File: src/hw/rtl/spalu_pkg.sv
`timescale 1ns / 1ps
// ----------------------------------------------------------------------------
// spalu_pkg
// Shared types and constants for the saturating pixel arithmetic unit.
// ----------------------------------------------------------------------------
package spalu_pkg;

    localparam int unsigned PIX_W   = 16;
    localparam int unsigned CMD_W   = 3;
    localparam int unsigned REG_W   = 32;
    localparam int unsigned ADDR_W  = 5;
    localparam int unsigned S_DATA_W = 40;
    localparam int unsigned M_DATA_W = 16;

    localparam logic [PIX_W-1:0] MAX8    = 16'h00ff;
    localparam logic [PIX_W-1:0] MAX16   = 16'hffff;
    localparam logic [7:0]       MSB_BIT = 8'h80;

    typedef enum logic [CMD_W-1:0] {
        CMD_ADD       = 3'd0,
        CMD_SUB       = 3'd1,
        CMD_ABSDIFF   = 3'd2,
        CMD_SCALE     = 3'd3,
        CMD_THRESHOLD = 3'd4
    } cmd_t;

    // {first_wide, second_wide, result_wide}
    typedef enum logic [2:0] {
        FMT_NNN = 3'b000,
        FMT_NNW = 3'b001,
        FMT_WNN = 3'b100,
        FMT_WWW = 3'b111
    } fmt_t;

    typedef enum logic [2:0] {
        REG_FIRST_WIDE  = 3'd0,
        REG_SECOND_WIDE = 3'd1,
        REG_RESULT_WIDE = 3'd2,
        REG_SCALE       = 3'd3,
        REG_THRESHOLD   = 3'd4
    } reg_idx_t;

    typedef struct packed {
        logic             first_wide;
        logic             second_wide;
        logic             result_wide;
        logic [REG_W-1:0] scale_factor;
        logic [REG_W-1:0] threshold_level;
    } cfg_t;

    typedef struct packed {
        logic [CMD_W-1:0] command;
        logic [PIX_W-1:0] pixel_a;
        logic [PIX_W-1:0] pixel_b;
        logic             final_pixel;
    } item_t;

    typedef struct packed {
        logic [PIX_W-1:0] value;
        logic             status;
        logic             end_of_run;
    } result_t;

    typedef struct packed {
        logic [7:0] bits;
        logic [2:0] count;
    } pack_t;

endpackage

File: src/hw/rtl/spalu_regs.sv
`timescale 1ns / 1ps
// ----------------------------------------------------------------------------
// spalu_regs
// APB register file holding the format bits, scale factor and threshold.
// ----------------------------------------------------------------------------
module spalu_regs import spalu_pkg::*; (
    input  logic              aclk,
    input  logic              aresetn,
    input  logic              psel,
    input  logic              penable,
    input  logic              pwrite,
    input  logic [ADDR_W-1:0] paddr,
    input  logic [REG_W-1:0]  pwdata,
    output logic [REG_W-1:0]  prdata,
    output logic              pready,
    output cfg_t              cfg
);

    cfg_t       cfg_reg;
    cfg_t       cfg_next;
    logic       wr_en;
    logic [2:0] idx;

    assign pready = 1'b1;
    assign wr_en  = psel & penable & pwrite;
    assign idx    = paddr[4:2];
    assign cfg    = cfg_reg;

    always_comb begin
        cfg_next = cfg_reg;
        if (wr_en) begin
            unique case (idx)
                REG_FIRST_WIDE:  cfg_next.first_wide      = pwdata[0];
                REG_SECOND_WIDE: cfg_next.second_wide     = pwdata[0];
                REG_RESULT_WIDE: cfg_next.result_wide     = pwdata[0];
                REG_SCALE:       cfg_next.scale_factor    = pwdata;
                REG_THRESHOLD:   cfg_next.threshold_level = pwdata;
                default: ;
            endcase
        end
    end

    always_comb begin
        unique case (idx)
            REG_FIRST_WIDE:  prdata = {{(REG_W-1){1'b0}}, cfg_reg.first_wide};
            REG_SECOND_WIDE: prdata = {{(REG_W-1){1'b0}}, cfg_reg.second_wide};
            REG_RESULT_WIDE: prdata = {{(REG_W-1){1'b0}}, cfg_reg.result_wide};
            REG_SCALE:       prdata = cfg_reg.scale_factor;
            REG_THRESHOLD:   prdata = cfg_reg.threshold_level;
            default:         prdata = '0;
        endcase
    end

    always_ff @(posedge aclk) begin
        if (!aresetn) begin
            cfg_reg.first_wide      <= 1'b0;
            cfg_reg.second_wide     <= 1'b0;
            cfg_reg.result_wide     <= 1'b0;
            cfg_reg.scale_factor    <= 32'd1;
            cfg_reg.threshold_level <= '0;
        end else begin
            cfg_reg <= cfg_next;
        end
    end

endmodule

File: src/hw/rtl/spalu_datapath.sv
`timescale 1ns / 1ps
// ----------------------------------------------------------------------------
// spalu_datapath
// Single-pass pixel arithmetic: saturating add, floored subtract, absolute
// difference, scale and threshold bit packing.
// ----------------------------------------------------------------------------
module spalu_datapath import spalu_pkg::*; (
    input  cfg_t    cfg,
    input  item_t   item,
    input  pack_t   pack,
    output result_t res,
    output logic    has_result,
    output pack_t   pack_next
);

    logic [PIX_W-1:0]   a;
    logic [PIX_W-1:0]   b;
    logic [2:0]         fmt;
    logic [PIX_W:0]     sum;
    logic [PIX_W-1:0]   diff_ab;
    logic [PIX_W-1:0]   diff_ba;
    logic               a_lt_b;
    logic [PIX_W-1:0]   res_lim;
    logic [PIX_W-1:0]   mul;
    logic [2*PIX_W-1:0] prod;
    logic [PIX_W-1:0]   scaled;
    logic [PIX_W-1:0]   a_lim;
    logic [PIX_W-1:0]   thr;
    logic               hit;
    logic [7:0]         bits_or;
    logic               ok;

    always_comb begin
        a       = cfg.first_wide  ? item.pixel_a : {8'h00, item.pixel_a[7:0]};
        b       = cfg.second_wide ? item.pixel_b : {8'h00, item.pixel_b[7:0]};
        fmt     = {cfg.first_wide, cfg.second_wide, cfg.result_wide};
        sum     = {1'b0, a} + {1'b0, b};
        diff_ab = a - b;
        diff_ba = b - a;
        a_lt_b  = a < b;

        res_lim = cfg.result_wide ? MAX16 : MAX8;
        mul     = (cfg.scale_factor > {16'h0000, res_lim}) ? res_lim
                                                           : cfg.scale_factor[15:0];
        prod    = a * mul;
        scaled  = (prod > {16'h0000, res_lim}) ? res_lim : prod[15:0];

        a_lim   = cfg.first_wide ? MAX16 : MAX8;
        thr     = (cfg.threshold_level > {16'h0000, a_lim}) ? a_lim
                                                            : cfg.threshold_level[15:0];
        hit     = a >= thr;
        bits_or = pack.bits | (hit ? (MSB_BIT >> pack.count) : 8'h00);

        ok             = 1'b0;
        has_result     = 1'b1;
        pack_next      = pack;
        res.value      = '0;
        res.end_of_run = item.final_pixel;

        case (item.command)
            CMD_ADD: begin
                if (fmt == FMT_NNN) begin
                    ok        = 1'b1;
                    res.value = (sum > {1'b0, MAX8}) ? MAX8 : sum[15:0];
                end else if (fmt == FMT_NNW) begin
                    ok        = 1'b1;
                    res.value = sum[15:0];
                end else if (fmt == FMT_WWW) begin
                    ok        = 1'b1;
                    res.value = sum[16] ? MAX16 : sum[15:0];
                end
            end
            CMD_SUB: begin
                if (fmt == FMT_NNN || fmt == FMT_WWW) begin
                    ok        = 1'b1;
                    res.value = a_lt_b ? '0 : diff_ab;
                end else if (fmt == FMT_WNN) begin
                    ok        = 1'b1;
                    res.value = a_lt_b ? '0 : {8'h00, diff_ab[7:0]};
                end
            end
            CMD_ABSDIFF: begin
                if (fmt == FMT_NNN) begin
                    ok        = 1'b1;
                    res.value = a_lt_b ? diff_ba : diff_ab;
                end
            end
            CMD_SCALE: begin
                if (!cfg.first_wide || cfg.result_wide) begin
                    ok        = 1'b1;
                    res.value = scaled;
                end
            end
            CMD_THRESHOLD: begin
                ok = 1'b1;
                if (pack.count == 3'd7 || item.final_pixel) begin
                    res.value = {8'h00, bits_or};
                    pack_next = '0;
                end else begin
                    has_result      = 1'b0;
                    pack_next.bits  = bits_or;
                    pack_next.count = pack.count + 3'd1;
                end
            end
            default: ;
        endcase

        res.status = ~ok;
    end

endmodule

File: src/hw/rtl/saturating_pixel_arithmetic_unit.sv
`timescale 1ns / 1ps
// ----------------------------------------------------------------------------
// saturating_pixel_arithmetic_unit
// Streaming pixel ALU with saturating arithmetic and binary threshold packing.
// ----------------------------------------------------------------------------
// Takes one word per clock and presents its result from the output
// register: the word is captured in an input register, worked on by a
// single pass of logic (one 16x16 multiply or one add and compare) and
// written to the output register. Threshold words produce a result only
// every eighth pixel or on tlast. Throughput is one word per cycle as long
// as the result side takes words.
module saturating_pixel_arithmetic_unit import spalu_pkg::*; (
    input  logic                aclk,
    input  logic                aresetn,
    // APB configuration
    input  logic                psel,
    input  logic                penable,
    input  logic                pwrite,
    input  logic [ADDR_W-1:0]   paddr,
    input  logic [REG_W-1:0]    pwdata,
    output logic [REG_W-1:0]    prdata,
    output logic                pready,
    // input stream
    input  logic                s_tvalid,
    output logic                s_tready,
    input  logic [S_DATA_W-1:0] s_tdata,   // command[2:0], pixel_a[18:3], pixel_b[34:19], zero pad
    input  logic                s_tlast,   // final_pixel
    // result stream
    output logic                m_tvalid,
    input  logic                m_tready,
    output logic [M_DATA_W-1:0] m_tdata,   // value[15:0]
    output logic                m_tuser,   // status
    output logic                m_tlast    // end_of_run
);

    cfg_t    cfg;
    item_t   item_reg;
    logic    in_valid_reg;
    logic    in_valid_next;
    pack_t   pack_reg;
    pack_t   pack_next;
    result_t out_reg;
    logic    out_valid_reg;
    logic    out_valid_next;
    result_t dp_res;
    logic    dp_has_result;
    logic    out_free;
    logic    advance;
    logic    s_accept;

    spalu_regs u_regs (
        .aclk    (aclk),
        .aresetn (aresetn),
        .psel    (psel),
        .penable (penable),
        .pwrite  (pwrite),
        .paddr   (paddr),
        .pwdata  (pwdata),
        .prdata  (prdata),
        .pready  (pready),
        .cfg     (cfg)
    );

    spalu_datapath u_datapath (
        .cfg        (cfg),
        .item       (item_reg),
        .pack       (pack_reg),
        .res        (dp_res),
        .has_result (dp_has_result),
        .pack_next  (pack_next)
    );

    assign out_free = !out_valid_reg || m_tready;
    assign advance  = in_valid_reg && (out_free || !dp_has_result);
    assign s_tready = !in_valid_reg || advance;
    assign s_accept = s_tvalid && s_tready;

    always_comb begin
        in_valid_next = in_valid_reg;
        if (s_accept) begin
            in_valid_next = 1'b1;
        end else if (advance) begin
            in_valid_next = 1'b0;
        end

        out_valid_next = out_valid_reg;
        if (advance && dp_has_result) begin
            out_valid_next = 1'b1;
        end else if (m_tready) begin
            out_valid_next = 1'b0;
        end
    end

    always_ff @(posedge aclk) begin
        if (!aresetn) begin
            in_valid_reg  <= 1'b0;
            out_valid_reg <= 1'b0;
            pack_reg      <= '0;
        end else begin
            in_valid_reg  <= in_valid_next;
            out_valid_reg <= out_valid_next;
            if (advance) begin
                pack_reg <= pack_next;
            end
        end
    end

    always_ff @(posedge aclk) begin
        if (s_accept) begin
            item_reg.command     <= s_tdata[2:0];
            item_reg.pixel_a     <= s_tdata[18:3];
            item_reg.pixel_b     <= s_tdata[34:19];
            item_reg.final_pixel <= s_tlast;
        end
        if (advance && dp_has_result) begin
            out_reg <= dp_res;
        end
    end

    assign m_tvalid = out_valid_reg;
    assign m_tdata  = out_reg.value;
    assign m_tuser  = out_reg.status;
    assign m_tlast  = out_reg.end_of_run;

endmodule

File: config.mk
export PLATFORM = sky130hd
export DESIGN_NAME = saturating_pixel_arithmetic_unit
export DESIGN_NICKNAME = d
export VERILOG_FILES = /design/src/hw/rtl/spalu_pkg.sv /design/src/hw/rtl/spalu_regs.sv /design/src/hw/rtl/spalu_datapath.sv /design/src/hw/rtl/saturating_pixel_arithmetic_unit.sv
export SDC_FILE = /design/constraint.sdc
export NUM_CORES = 1
export LEC_CHECK = 0
export BUFFER_PORTS_ARGS = -buffer_cell sky130_fd_sc_hd__clkbuf_2
export CAP_MARGIN = 20
export CORE_UTILIZATION = 60
export CTS_CLUSTER_DIAMETER = 100
export DETAILED_ROUTE_END_ITERATION = 10
export GPL_TIMING_DRIVEN = 0
export HOLD_SLACK_MARGIN = 0.05
export PLACE_DENSITY = 0.83
export SLEW_MARGIN = 10
export SYNTH_ARGS = -nofsm -noshare
export SYNTH_HDL_FRONTEND = slang
export SYNTH_SLANG_ARGS = --single-unit
export TNS_END_PERCENT = 10
File: constraint.sdc
create_clock -name aclk -period 17 [get_ports aclk]
set_clock_uncertainty 0.15 [all_clocks]
set_input_delay 0.85 -clock aclk [delete_from_list [all_inputs] [get_ports aclk]]
set_output_delay 0.85 -clock aclk [all_outputs]
set_load 0.02 [all_outputs]
# Word-level counts from Yosys, hierarchy flattened
# Index checks and enable logic that the tools add are counted.
# word_totals
regBits,134
latch_bits,0
ram_bits,0
rom_bits,0
out_inout_bits,53
mem_count,0
# classes
addsub,4
mul,1
n_div,0
n_lt_le_gt_ge,6
eq_ne,12
shifts,1
muxes,38
bitwise,4
reduce_logical,24
# ops
operator,count
two-way mux 16 bit,18
case mux 32 bit (5 select lines),1
greater-than comparator 32 x 16 -> 1 bit,3
case mux 16 bit (5 select lines),1
multiplier 16 x 16 -> 32 bit,1
subtractor 16 bit,2
two-way mux 8 bit,3
adder 16 x 16 -> 17 bit,1
"greater-than comparator 17 x 8 -> 1 bit, second input constant",1
>= comparator 16 bit,1
< comparator 16 bit,1
"equality test 3 bit, second input constant",5
two-way mux 1 bit,13
"equality test 3 x 2 -> 1 bit, second input constant",4
AND reduction 2 bit,6
two-way mux 11 bit,1
"equality test 3 x 1 -> 1 bit, second input constant",3
logical NOT 3 bit,3
OR 8 bit,1
"right shift 8 x 3 -> 8 bit, first input constant",1
logical OR 1 bit,6
case mux 1 bit (5 select lines),1
logical NOT 1 bit,4
nonzero test 2 bit,2
other kinds (4),7

# Depth between registers and ports, before layout
# depth
depth_word,10
mapped_depth,40
ltp_nobuf,37

# Modules after synthesis
# A second synthesis with hierarchy kept.
# hier_totals
hier_cells,2240
hier_area_um2,18933.2
# modules_own_cells
module,instances,cells_each,area_per_inst_um2,seq_area_each_um2
spalu_datapath,1,1821,13699.4,0.0
spalu_regs,1,307,3055.4,1341.3
saturating_pixel_arithmetic_unit,1,112,2178.3,1881.8

# Least setup slack after synthesis
# No wires, ideal clock.
# synth_path
path_kind,register -> register
startpoint,"register u_regs.cfg_reg, in the netlist u_regs.cfg[64]"
endpoint,"register out_reg, in the netlist m_tdata[6] (data pin)"
arrival_time_ps,9246
required_time_ps,16591
setup_slack_ps,7345
stages_incl_launch_ff,40
path_buffers,5
path_cell_list,dfxtp_1 -> buf_2 -> inv_1 -> ha_1 -> nand2_1 -> o21a_1 -> a211oi_1 -> nor2_1 -> nor2_1 -> clkbuf_1 -> a21o_1 -> clkbuf_1 -> nand2_1 -> fa_1 -> fa_1 -> inv_1 -> fa_1 -> inv_1 -> (+4 left out) -> ha_1 -> clkbuf_1 -> a21oi_1 -> o21ai_0 -> nor2_1 -> nand2_1 -> xor2_1 -> ha_1 -> nand4_1 -> or4_1 -> nor4_1 -> a21oi_1 -> nor4_1 -> nand4_1 -> nor3_4 -> buf_6 -> a21oi_2 -> a211o_1
# synth_lines
item,line_no,source
from (decl),spalu_regs.sv:19,cfg_t cfg_reg;
from (signal assigned),spalu_regs.sv:62,cfg_reg <= cfg_next;
to (signal assigned),saturating_pixel_arithmetic_unit.sv:116,out_reg <= dp_res;
to (decl),saturating_pixel_arithmetic_unit.sv:42,result_t out_reg;

==> results.md <==
* Share of cells above drive strength 1 at 8.44%
* Setup Viol. Count Final at 0
* Tmin final at 12.22 ns
* Slew headroom at 24.6%
* Worst skew pair latency at 0.44 ns
* Yosys warnings at 0
* Max-slew violations at 0
* Comb pwr share at 42.3%
* Register area share after synthesis at 17.8%
* Final instance area at 0.0198 mm2
* Post-synth ARST share at 0%
* Max FFs per register at 67
* Initial antenna violation count at 0
* Adder-cell share of the synthesized area at 35.4%
* CP endpoint kind: flip-flop
* Initial Util at 61.0%
* Sw frac at 40.5%
* Post-CTS setup buffers at 0
* Worst Path Required at 16.98 ns
* Clock-pin slew on the worst setup and hold paths at 0.06 ns
* WL final at 54.3 mm
* Pre-antenna DRT Iters at 6
* Filler cells at 2,455
* Vias in the first global route at 16,400
* Commonest non-fill, non-tap cell in the layout: nand2_1
* Drt drc at 0
* Clock Sinks at 134
* Crit share post-route at 71.9%
* Mux cell area share after synthesis at 0.858%
* Power per cell area at 63.1 mW/mm2
* GP Congestion at 0.961
* Synth Area in XOR/XNOR at 1.36%
* H-tree Lvls at 4
* Sum Neg Setup Slack at 0 ns
* CP max FO at 17
* Critical path arrival at 12.20 ns
* Syn avg cell area at 8.32 um2
* Number of max-cap violations at 0
* Die area at 0.0308 mm2
* I/O Pins at 138
* RSZ-0062 raised after global routing: no
* Leak Pwr at 9.50 nW
* Most frequent cells in the layout: 341 x nand2_1, 290 x inv_1, 197 x fa_1, 197 x ha_1, 172 x nor2_1
* CTS tree: done
* CP max-delay cell: a211oi_1
* Post-synth EDFFs at 54
* Area added between synthesis and finish at 9.67%
* Gate Count Post-Synth at 2,174
* DP HPWL at 44.0 mm
* Syn_nets at 2,653
* Die width at 176 um
* Number of port buffers at 126
* Worst setup SP type: flip-flop
* Longest Clk Path Bufs at 2
* Pint at 0.745 mW
* Vias at 16,600
* Total grt overflow at 0
* Area after DPL at 0.0192 mm2
* Worst hold slack at 0.334 ns
* GRT Resource Usage Total at 36.3%
* FMAX at 81.8 MHz
* Post-synthesis simple-gate area fraction at 18.5%
* Hold/Removal Path Class: flip-flop to flip-flop
* Synth Register Bits at 134
* Most used cell, CP: fa_1
* Std-Cell Rows at 63
* Outcome: completed
* Avg WL per Cell at 19.9 um
* Largest net degree at the start of global routing at 26
* First-pass GRT wire length at 86.2 mm
* Distinct cells, synth at 87
* Chip height at 176 um
* Final Hold Vio Count at 0
* Largest family of logic cells by synthesized area: adder cells
* Routed vias/inst at 6.09
* Worst Tran Pin Value at 1.12 ns
* NumNets Final at 2,799
* CP peak stage delay at 0.66 ns
* Psw at 0.508 mW
* Clock power frac at 29.2%
* Ys flop type: dfxtp_1
* Cts hold-fix bufs at 0
* Sequential share of power at 28.5%
* Maximum vdd ir drop at 0.0000858 V
* Root buf cell: clkbuf_16
* Starting DRT DRC Count at 1,677
* Post-route ant nets at 0
* Mapped Area at 0.0181 mm2
* CTS resizes at 0
* Compound-Gate Fraction of Synth Area at 17.6%
* Core area at 0.0296 mm2
* CTS Buf Count at 17
* Critical path class: flip-flop to flip-flop
[logic make-up after synthesis]
group	after synthesis
multiplexers	15
buffers and inverters	396
flip-flops	134
XOR/XNOR	28
AND/OR/NAND/NOR	741
adder cells (fa/ha/maj)	394
AO/OA/AOI/OAI	465
other	1
[power groups by stage]
stage	registers, mW	clock network [mW]	logic, mW
3_3_place_gp	0.363	0	0.499
3_5_place_dp	0.363	0	0.520
4_1_cts	0.356	0.367	0.525
5_1_grt	0.357	0.381	0.582
2_1_floorplan	0.364	0	0.358
6_report	0.357	0.366	0.530
[path summary, 6_finish.rpt]
kind / start / to / slack [ns] / cells past startpoint
setup / recovery: u_regs.cfg[64]$_SDFFE_PN0P_ / m_tdata[3]$_DFFE_PP_ / 4.78 / 38
setup reg to reg: u_regs.cfg[64]$_SDFFE_PN0P_ / m_tdata[3]$_DFFE_PP_ / 4.78 / 38
hold reg to reg: pack_reg[3]$_SDFFE_PN0P_ / pack_reg[3]$_SDFFE_PN0P_ / 0.33 / 1
hold / removal: pack_reg[3]$_SDFFE_PN0P_ / pack_reg[3]$_SDFFE_PN0P_ / 0.33 / 1
[metal layers]
metal	track usage (%)	vias to the layer above	part of all wire, %
li1	-	7565	-
met1	48.7	7987	41
met2	57.2	910	44
met3	8.12	129	10
met4	14.2	0	4.1
met5	0	-	0
[worst max-delay path, delay by kind of cell (launching register included)]
| kind | cells | cell delay, ns |
|---|---|---|
| simple gates | 13 | 3.14 |
| compound gates | 7 | 2.16 |
| buf+inv | 8 | 1.89 |
| fa+ha+maj | 9 | 3.85 |
| xor+xnor | 1 | 0.41 |
| flops | 1 | 0.31 |
[cell usage after synthesis, drive strengths merged, types with 10 or more instances]
library cell / instances / area share (%)
nand2: 341 / 7.1
inv: 291 / 6.0
fa: 197 / 22
ha: 197 / 14
nor2: 174 / 3.7
a21oi: 123 / 3.5
clkbuf: 87 / 1.8
dfxtp: 80 / 8.9
a21boi: 65 / 2.7
o21ai: 64 / 1.8
edfxtp: 54 / 9.0
a21o: 45 / 1.9
and2: 35 / 1.2
a22o: 32 / 1.5
nor2b: 32 / 1.1
nand3: 29 / 0.80
nor3: 24 / 0.75
nand2b: 23 / 0.80
nand4: 22 / 0.76
o21a: 18 / 0.75
xnor2: 18 / 0.87
nor4: 17 / 0.59
or3: 13 / 0.45
buf: 12 / 0.39
a31oi: 11 / 0.42
mux2i: 11 / 0.61
xor2: 10 / 0.48
[stage by stage]
| step | instances | total power, mW | setup slack [ns] | utilization [%] |
|---|---|---|---|---|
| floorplan | 2174 | 0.722 | 7.34 | - |
| global placement | 2690 | 0.863 | 5.30 | 64.8 |
| detailed placement | 2691 | 0.884 | 5.14 | 64.9 |
| CTS | 2723 | 1.25 | 5.10 | 66.9 |
| global route | 2723 | 1.32 | 4.18 | 66.9 |
| finish | 2724 | 1.25 | 4.78 | 66.9 |
[cell type report]
type	instances	area [um2]	area share (%)
flip-flops and latches	134	3220	16.2
diodes	1	2.50	0.0126
well taps	390	488	2.46
multi-input cells	1644	13400	67.4
inverters	297	1110	5.62
clock buffers	17	425	2.14
repair buffers	127	651	3.28
clock inverters	15	165	0.833
plain buffers	99	398	2.01
(Power assumes the default switching activity.)
